### config.mk
export PLATFORM = sky130hd
export DESIGN_NAME = conditional_nesting_tracker_top_flat
export DESIGN_NICKNAME = d
export VERILOG_FILES = /design/src/design/ctrk_pkg.sv /design/src/design/ctrk_if.sv /design/src/design/conditional_nesting_tracker_top.sv /design/src/flat_wrapper.sv
export SDC_FILE = /design/constraint.sdc
export NUM_CORES = 1
export LEC_CHECK = 0
export BUFFER_PORTS_ARGS = -buffer_cell sky130_fd_sc_hd__buf_4
export CAP_MARGIN = 20
export CORE_MARGIN = 4
export CORE_UTILIZATION = 55
export DETAILED_ROUTE_END_ITERATION = 10
export PLACE_DENSITY_LB_ADDON = 0.12
export SETUP_SLACK_MARGIN = 0.2
export SYNTH_ARGS = -nofsm -noshare
export SYNTH_HDL_FRONTEND = slang
export SYNTH_SLANG_ARGS = --single-unit
export TNS_END_PERCENT = 5
### constraint.sdc
create_clock -name clk_i -period 5.4 [get_ports clk_i]
set_input_delay 0.81 -clock clk_i [delete_from_list [all_inputs] [get_ports clk_i]]
set_output_delay 0.81 -clock clk_i [all_outputs]
set_load 0.005 [all_outputs]
### src/design/ctrk_pkg.sv
`timescale 1ns / 1ps

package ctrk_pkg;

  // default stack depth
  localparam int unsigned MaxDepthDefault = 32;

  // field widths
  localparam int unsigned KindW  = 3;
  localparam int unsigned ErrW   = 3;
  localparam int unsigned DepthW = 6;

  // request kinds, codes five to seven behave as ordinary lines
  localparam logic [KindW-1:0] KIND_EXPR_IF = 3'd0;
  localparam logic [KindW-1:0] KIND_SYM_IF  = 3'd1;
  localparam logic [KindW-1:0] KIND_ELSE    = 3'd2;
  localparam logic [KindW-1:0] KIND_ENDIF   = 3'd3;
  localparam logic [KindW-1:0] KIND_LINE    = 3'd4;

  typedef enum logic [ErrW-1:0] {
    ERR_NONE       = 3'd0,
    ERR_ENDIF_LONE = 3'd1,
    ERR_ELSE_LONE  = 3'd2,
    ERR_ELSE_DUP   = 3'd3,
    ERR_OPERAND    = 3'd4,
    ERR_OVERFLOW   = 3'd5
  } err_e;

  typedef struct packed {
    logic has_else;
    logic dead;
    logic ignoring;
  } frame_t;

  typedef enum logic {
    ST_IDLE,
    ST_EXEC
  } state_e;

endpackage

### src/design/ctrk_if.sv
`timescale 1ns / 1ps

interface ctrk_req_if;
  logic       valid;
  logic       ready;
  logic [2:0] req_type;
  logic       cond_true;
  logic       negate;
  logic       operand_ok;

  modport source (output valid, req_type, cond_true, negate, operand_ok, input ready);
  modport sink (input valid, req_type, cond_true, negate, operand_ok, output ready);
endinterface

interface ctrk_rsp_if;
  logic       valid;
  logic       ready;
  logic       ignore_line;
  logic [2:0] error_code;
  logic [5:0] nest_depth;

  modport source (output valid, ignore_line, error_code, nest_depth, input ready);
  modport sink (input valid, ignore_line, error_code, nest_depth, output ready);
endinterface

### src/design/conditional_nesting_tracker_top.sv
`timescale 1ns / 1ps

// conditional nesting tracker
// req_i carries one transaction per source line: an expression if, a symbol
// if, an else, an endif or an ordinary line, with the condition, negate and
// operand-valid flags. rsp_o returns exactly one transaction per request: the
// ignore flag (ordinary lines only), an error code and the nesting depth after
// the request.
// the frame stack lives in a synchronous ram of MAX_DEPTH entries with one
// read port and one write port. the top entry is read in the cycle a request
// is accepted and modified or pushed in the following execute cycle; the
// response is registered when that execute cycle completes. a new request
// is accepted only once the previous one has executed, because of the
// read-modify-write of the stack ram.
// the response sits in an output register, so a new request is accepted while
// an earlier response still waits. when the receiver stalls, the execute cycle
// holds (no ram write, no depth change) until the output register frees up.
// reset empties the stack by clearing the depth counter; the ram itself is not
// cleared since only entries below the depth are ever used.
module conditional_nesting_tracker_top #(
  parameter int unsigned MAX_DEPTH = ctrk_pkg::MaxDepthDefault
) (
  input  logic       clk_i,
  input  logic       rst_ni,
  ctrk_req_if.sink   req_i,
  ctrk_rsp_if.source rsp_o
);
  import ctrk_pkg::*;

  localparam int unsigned CntW  = $clog2(MAX_DEPTH + 1);
  localparam int unsigned AddrW = (MAX_DEPTH > 1) ? $clog2(MAX_DEPTH) : 1;

  // control
  state_e           state_q, state_d;
  logic [CntW-1:0]  cnt_q, cnt_d;
  logic             out_valid_q, out_valid_d;

  // captured request
  logic [KindW-1:0] kind_q;
  logic             cond_q, neg_q, ok_q;

  // response payload
  logic             ignore_q, ignore_d;
  err_e             err_q, err_d;
  logic [DepthW-1:0] depth_q;

  // stack ram
  frame_t           mem [MAX_DEPTH];
  frame_t           rd_q;
  logic [AddrW-1:0] rd_addr;
  logic             wr_en;
  logic [AddrW-1:0] wr_addr;
  frame_t           wr_data;

  logic             accept;
  logic             done;
  logic             empty;
  logic             full;
  logic             top_ign;

  assign accept = req_i.valid && req_i.ready;
  assign empty  = (cnt_q == '0);
  assign full   = (cnt_q == CntW'(MAX_DEPTH));
  // top entry address, only meaningful when the stack is not empty
  assign rd_addr = AddrW'(cnt_q - CntW'(1));
  assign top_ign = !empty && rd_q.ignoring;

  assign req_i.ready = (state_q == ST_IDLE);

  // the ram port runs every cycle on the current top, so read data follows
  // the depth in the next cycle; the idle cycle covers that latency
  always_ff @(posedge clk_i) begin
    if (wr_en) begin
      mem[wr_addr] <= wr_data;
    end
    rd_q <= mem[rd_addr];
  end

  // request capture, payload needs no reset
  always_ff @(posedge clk_i) begin
    if (accept) begin
      kind_q <= req_i.req_type;
      cond_q <= req_i.cond_true;
      neg_q  <= req_i.negate;
      ok_q   <= req_i.operand_ok;
    end
  end

  always_ff @(posedge clk_i or negedge rst_ni) begin
    if (!rst_ni) begin
      state_q     <= ST_IDLE;
      cnt_q       <= '0;
      out_valid_q <= 1'b0;
    end else begin
      state_q     <= state_d;
      cnt_q       <= cnt_d;
      out_valid_q <= out_valid_d;
    end
  end

  always_ff @(posedge clk_i) begin
    if (done) begin
      ignore_q <= ignore_d;
      err_q    <= err_d;
      depth_q  <= DepthW'(cnt_d);
    end
  end

  // execute: decode the request against the top frame
  always_comb begin
    frame_t push_f;
    frame_t else_f;

    push_f.has_else = 1'b0;
    push_f.dead     = top_ign;
    push_f.ignoring = top_ign | ~(cond_q ^ neg_q);

    else_f          = rd_q;
    else_f.ignoring = rd_q.ignoring ^ ~rd_q.dead;
    else_f.has_else = 1'b1;

    state_d     = state_q;
    cnt_d       = cnt_q;
    ignore_d    = 1'b0;
    err_d       = ERR_NONE;
    wr_en       = 1'b0;
    wr_addr     = rd_addr;
    wr_data     = push_f;
    done        = 1'b0;
    out_valid_d = out_valid_q && !rsp_o.ready;

    unique case (state_q)
      ST_IDLE: begin
        if (accept) begin
          state_d = ST_EXEC;
        end
      end
      ST_EXEC: begin
        // hold here while the previous response still blocks the output
        if (!out_valid_q || rsp_o.ready) begin
          done        = 1'b1;
          out_valid_d = 1'b1;
          state_d     = ST_IDLE;
          unique case (kind_q)
            KIND_EXPR_IF: begin
              if (full) begin
                err_d = ERR_OVERFLOW;
              end else begin
                // a bad expression still opens a frame
                wr_en   = 1'b1;
                wr_addr = AddrW'(cnt_q);
                cnt_d   = cnt_q + CntW'(1);
                err_d   = ok_q ? ERR_NONE : ERR_OPERAND;
              end
            end
            KIND_SYM_IF: begin
              if (!ok_q) begin
                err_d = ERR_OPERAND;
              end else if (full) begin
                err_d = ERR_OVERFLOW;
              end else begin
                wr_en   = 1'b1;
                wr_addr = AddrW'(cnt_q);
                cnt_d   = cnt_q + CntW'(1);
              end
            end
            KIND_ELSE: begin
              if (empty) begin
                err_d = ERR_ELSE_LONE;
              end else if (rd_q.has_else) begin
                err_d = ERR_ELSE_DUP;
              end else begin
                // dead frames keep ignoring, live frames flip
                wr_en   = 1'b1;
                wr_data = else_f;
              end
            end
            KIND_ENDIF: begin
              if (empty) begin
                err_d = ERR_ENDIF_LONE;
              end else begin
                cnt_d = cnt_q - CntW'(1);
              end
            end
            default: begin
              // ordinary lines and unused kinds
              ignore_d = top_ign;
            end
          endcase
        end
      end
      default: begin
        state_d = ST_IDLE;
      end
    endcase
  end

  assign rsp_o.valid       = out_valid_q;
  assign rsp_o.ignore_line = ignore_q;
  assign rsp_o.error_code  = err_q;
  assign rsp_o.nest_depth  = depth_q;

  // depth never passes the stack size
  assert property (@(posedge clk_i) disable iff (!rst_ni) cnt_q <= CntW'(MAX_DEPTH))
    else $error("stack depth beyond capacity");

  // a pending response always reports the live depth
  assert property (@(posedge clk_i) disable iff (!rst_ni)
    out_valid_q |-> depth_q == DepthW'(cnt_q))
    else $error("response depth out of step with stack");

  // the depth only moves when an execute cycle completes
  assert property (@(posedge clk_i) disable iff (!rst_ni)
    !$stable(cnt_q) |-> $past(state_q == ST_EXEC && done))
    else $error("depth changed outside execute");

  // a response only appears after an execute cycle
  assert property (@(posedge clk_i) disable iff (!rst_ni)
    $rose(out_valid_q) |-> $past(state_q == ST_EXEC))
    else $error("response without execute");

endmodule
### src/flat_wrapper.sv
// flat-port wrapper written by rule: the top's interface ports become plain ports
module conditional_nesting_tracker_top_flat import ctrk_pkg::*;
#(
  parameter int unsigned MAX_DEPTH = ctrk_pkg::MaxDepthDefault
)
  (clk_i, rst_ni, req_i_valid, req_i_req_type, req_i_cond_true, req_i_negate, req_i_operand_ok, req_i_ready, rsp_o_valid, rsp_o_ignore_line, rsp_o_error_code, rsp_o_nest_depth, rsp_o_ready);
  ctrk_req_if req_i_i ();
  ctrk_rsp_if rsp_o_i ();
  input  logic clk_i;
  input  logic rst_ni;
  input wire logic [$bits(req_i_i.valid)-1:0] req_i_valid;
  input wire logic [$bits(req_i_i.req_type)-1:0] req_i_req_type;
  input wire logic [$bits(req_i_i.cond_true)-1:0] req_i_cond_true;
  input wire logic [$bits(req_i_i.negate)-1:0] req_i_negate;
  input wire logic [$bits(req_i_i.operand_ok)-1:0] req_i_operand_ok;
  output wire logic [$bits(req_i_i.ready)-1:0] req_i_ready;
  output wire logic [$bits(rsp_o_i.valid)-1:0] rsp_o_valid;
  output wire logic [$bits(rsp_o_i.ignore_line)-1:0] rsp_o_ignore_line;
  output wire logic [$bits(rsp_o_i.error_code)-1:0] rsp_o_error_code;
  output wire logic [$bits(rsp_o_i.nest_depth)-1:0] rsp_o_nest_depth;
  input wire logic [$bits(rsp_o_i.ready)-1:0] rsp_o_ready;
  assign req_i_i.valid = req_i_valid;
  assign req_i_i.req_type = req_i_req_type;
  assign req_i_i.cond_true = req_i_cond_true;
  assign req_i_i.negate = req_i_negate;
  assign req_i_i.operand_ok = req_i_operand_ok;
  assign req_i_ready = req_i_i.ready;
  assign rsp_o_valid = rsp_o_i.valid;
  assign rsp_o_ignore_line = rsp_o_i.ignore_line;
  assign rsp_o_error_code = rsp_o_i.error_code;
  assign rsp_o_nest_depth = rsp_o_i.nest_depth;
  assign rsp_o_i.ready = rsp_o_ready;
  conditional_nesting_tracker_top #(.MAX_DEPTH(MAX_DEPTH)) u_core (.clk_i(clk_i), .rst_ni(rst_ni), .req_i(req_i_i), .rsp_o(rsp_o_i));
endmodule
==> run_results.csv <==
group,metric,value,unit
place,place_hpwl,7.508,mm
worst_hold_path,hold_class,"in2async",
pwr,ir_drop,0.4334,mV
pwr,intPower,2.436,mW
yosys,synth.avg_cell_area,14.80,um2
global_routing,grt_pass1_wl,18.92,mm
clock_tree,cts-root-buf,"clkbuf_8",
clock_tree,clockBufferDepth,2,
status,status,"complete, no violations",
pwr,p_leak,2.098,nW
detailed_routing,via_count,3463,
sta,finalCritPeriodShare,65.33,%
detailed_routing,viasPerCell,6.342,
detailed_routing,drtIter0Drc,294,
global_routing,grt_usage,21.96,%
floorplan,core_area,9774,um2
yosys,synth_top_family_by_area,"simple AND/OR/NAND/NOR gates",
pwr,combPwrFrac,37.9,%
place,postPlaceCellArea,5831,um2
pwr,seq_power_share,35.5,%
yosys,syn_inst,374,
floorplan,die_y,108.3,um
final_layout,layout-drive-gt1-share,22.52,%
yosys,synth_cell_type_count,55,
global_routing,grt_remaining_overflow,0,
clock_tree,cts_num_sinks,123,
yosys,yosysTopAreaCell,"edfxtp_1",
sta,tightest_slew,0.9940,ns
worst_setup_path,required,5.58,ns
pwr,clkPwrFrac,26.5,%
sta,rsz0062_at_grt,"false",
sta,finClkSkew,0.006532,ns
worst_setup_path,end_kind,"register",
sta,setup_viol,0,
sta,finalHoldViolations,0,
yosys,synthArstFlopShare,6.504,%
yosys,yosys-top-cells-area,"edfxtp_1 61%, mux4_2 9.8%, dfrtp_1 3.6%",
worst_setup_path,r2r-start,"u_core.cnt_q[1]",
yosys,synth_ff_type,"edfxtp_1",
sta,slew_violations,0,
pwr,power.density,608.7,nW/um2
sta,finalWorstPathRequiredPeriod,3.528,ns
place,place_congestion,0.8500,
yosys,synth_xor_area_share,0.3165,%
yosys,yosysTopAreaCellShare,60.76,%
final_layout,design_area,6371,um2
yosys,synth_compound_area_share,8.250,%
worst_setup_path,startpoint,"u_core.cnt_q[1]",
yosys,seq_area_frac_synth,65.46,%
yosys,syn-cell-area,5535,um2
clock_tree,clkTransAtPathRegs,0.06,ns
detailed_routing,wl,11.77,mm
final_layout,layout-area-overhead-vs-synth,15.10,%
yosys,ys_ff_latch,123,
yosys,yosys.area_share.simple,11.42,%
detailed_routing,ant_nets,0,
final_layout,final_cell_mix,"112 x edfxtp_1, 39 x nor3_1, 30 x buf_4",
pwr,finalPower,3.878,mW
sta,fmax,283.5,MHz
sta,fin_tns_setup,0,ns
floorplan,rows,36,
worst_setup_path,rrSetupSlack,1.87,ns
final_layout,final_common_cell,"edfxtp_1",
detailed_routing,wire_per_inst,21.55,um
pwr,switchingPower,1.442,mW
yosys,syn-num-nets,386,
place,portBuffers,21,
worst_setup_path,cp-start-kind,"register",
clock_tree,cts_tree,"built",
global_routing,antenna_found_initial,0,
floorplan,start_util,56.63,%
floorplan,die_w,108.3,um
detailed_routing,route.detailed.drc,0,
yosys,synthMuxAreaShare,11.39,%
sta,slew_headroom,33.66,%
yosys,yosys_warnings,0,
clock_tree,post_cts_buffers,0,
global_routing,grt_pass1_vias,3562,
final_layout,nets,412,
floorplan,die_area,11730,um2
detailed_routing,dr.pass1.iters,5,
clock_tree,cts_hold_buffers,0,
worst_setup_path,cp_max_fo,14,
clock_tree,cts_buffers,17,
yosys,synth_fa_ha_area_share,0.4521,%
yosys,synth_edf_count,112,
global_routing,grt_max_degree,38,
final_layout,n_antenna_cell,0,
worst_setup_path,path_class,"reg2reg",
pwr,switching_share,37.18,%
clock_tree,ctsHtreeMaxLevel,4,
clock_tree,cts_resized,0,
floorplan,io_pins,22,
clock_tree,worstSkewPairLatency,0.53,ns
run,maxCapViolations,0,
worst_setup_path,cp.arrival,3.71,ns
## synthesized netlist by cell type, drive strengths merged (2+ instances only)
master / n
nor4b: 2
nand3b: 2
o21ai: 9
nand3: 7
nor2: 15
or3: 3
nor4: 4
a22o: 3
nor2b: 9
dfxtp: 3
a32oi: 4
dfrtp: 8
nand2b: 8
xnor2: 2
ha: 2
nor3b: 2
edfxtp: 112
nor3: 40
nand2: 15
buf: 13
nand4: 2
mux4: 24
o31a: 2
clkbuf: 10
a31oi: 8
inv: 8
o311ai: 2
o31ai: 4
o211ai: 4
o22ai: 3
mux2i: 9
a21oi: 15
a211oi: 6
## metal layers
| metal | wire length, um | vias to the layer above | global-route usage, % |
|---|---|---|---|
| met1 | 4758 | 1708 | 29.16 |
| met3 | 822 | 29 | 5.672 |
| met2 | 5954 | 165 | 35.61 |
| met4 | 231 | 0 | 7.484 |
| li1 | - | 1561 | - |
| met5 | 0 | - | 0 |
## cell type report
class                      count  area, um2
clock buffer                  19      421.7
clock inverter                13      118.9
fill                         697       3403
inverter                       9      33.78
multi-input combinational    219       1780
sequential                   123       3625
tap                          133      166.4
timing repair buffer          30      225.2
## worst paths after layout
kind	to	cells past startpoint
setup / recovery	u_core.mem[0][0]	8
hold / removal	u_core.rsp_o.valid	1
setup reg to reg	u_core.mem[0][0]	8
hold reg to reg	u_core.rsp_o.error_code[2]	1
max in group asynchronous	u_core.cnt_q[0]	1
min in group clk_i	u_core.neg_q	1
## critical path, cell delays in order (launching register included)
cell and delay (ns):
dfrtp_1 0.51, inv_1 0.16, ha_1 0.44, nor4b_1 0.63, nand2_1 0.23, nand3_1 0.25, a31oi_1 0.32, buf_4 0.29
nor3_1 0.36
## metrics by stage
step	hold WS, ns	utilization (%)	worst slack, ns	instances
finish	0.09442	65.18	1.872	546
global route	0.09612	65.18	1.534	546
CTS	0.09585	65.18	1.949	546
global placement	0.6299	59.58	1.969	513
detailed placement	0.6213	59.65	1.971	514
floorplan	0.5144	-	0.4088	374
## registers in the layout, summed over array words and instances (netlist names)
register,cells
u_core.cnt_q,6
u_core.cond_q,1
u_core.kind_q,3
u_core.mem,96
u_core.neg_q,1
u_core.ok_q,1
u_core.rd_q,3
u_core.rsp_o.error_code,3
u_core.rsp_o.ignore_line,1
u_core.rsp_o.nest_depth,6
u_core.rsp_o.valid,1
u_core.state_q,1
## logic make-up (layout without fill, tap and decap cells)
| logic type | Yosys count | after routing |
|---|---|---|
| flops | 123 | 123 |
| simple gates | 116 | 116 |
| compound gates | 66 | 66 |
| mux | 33 | 33 |
| buf+inv | 32 | 71 |
| fa+ha+maj | 2 | 2 |
| xor+xnor | 2 | 2 |
## power by group through the flow
stage	sequential [mW]	clock (mW)	combinational, mW
after floorplan	1.33	0	1.05
after global placement	1.39	0	1.45
after detailed placement	1.39	0	1.47
after CTS	1.37	1.04	1.48
after global routing	1.39	1.09	1.59
final	1.38	1.03	1.47
No activity file was read; power rests on OpenSTA's default activity.
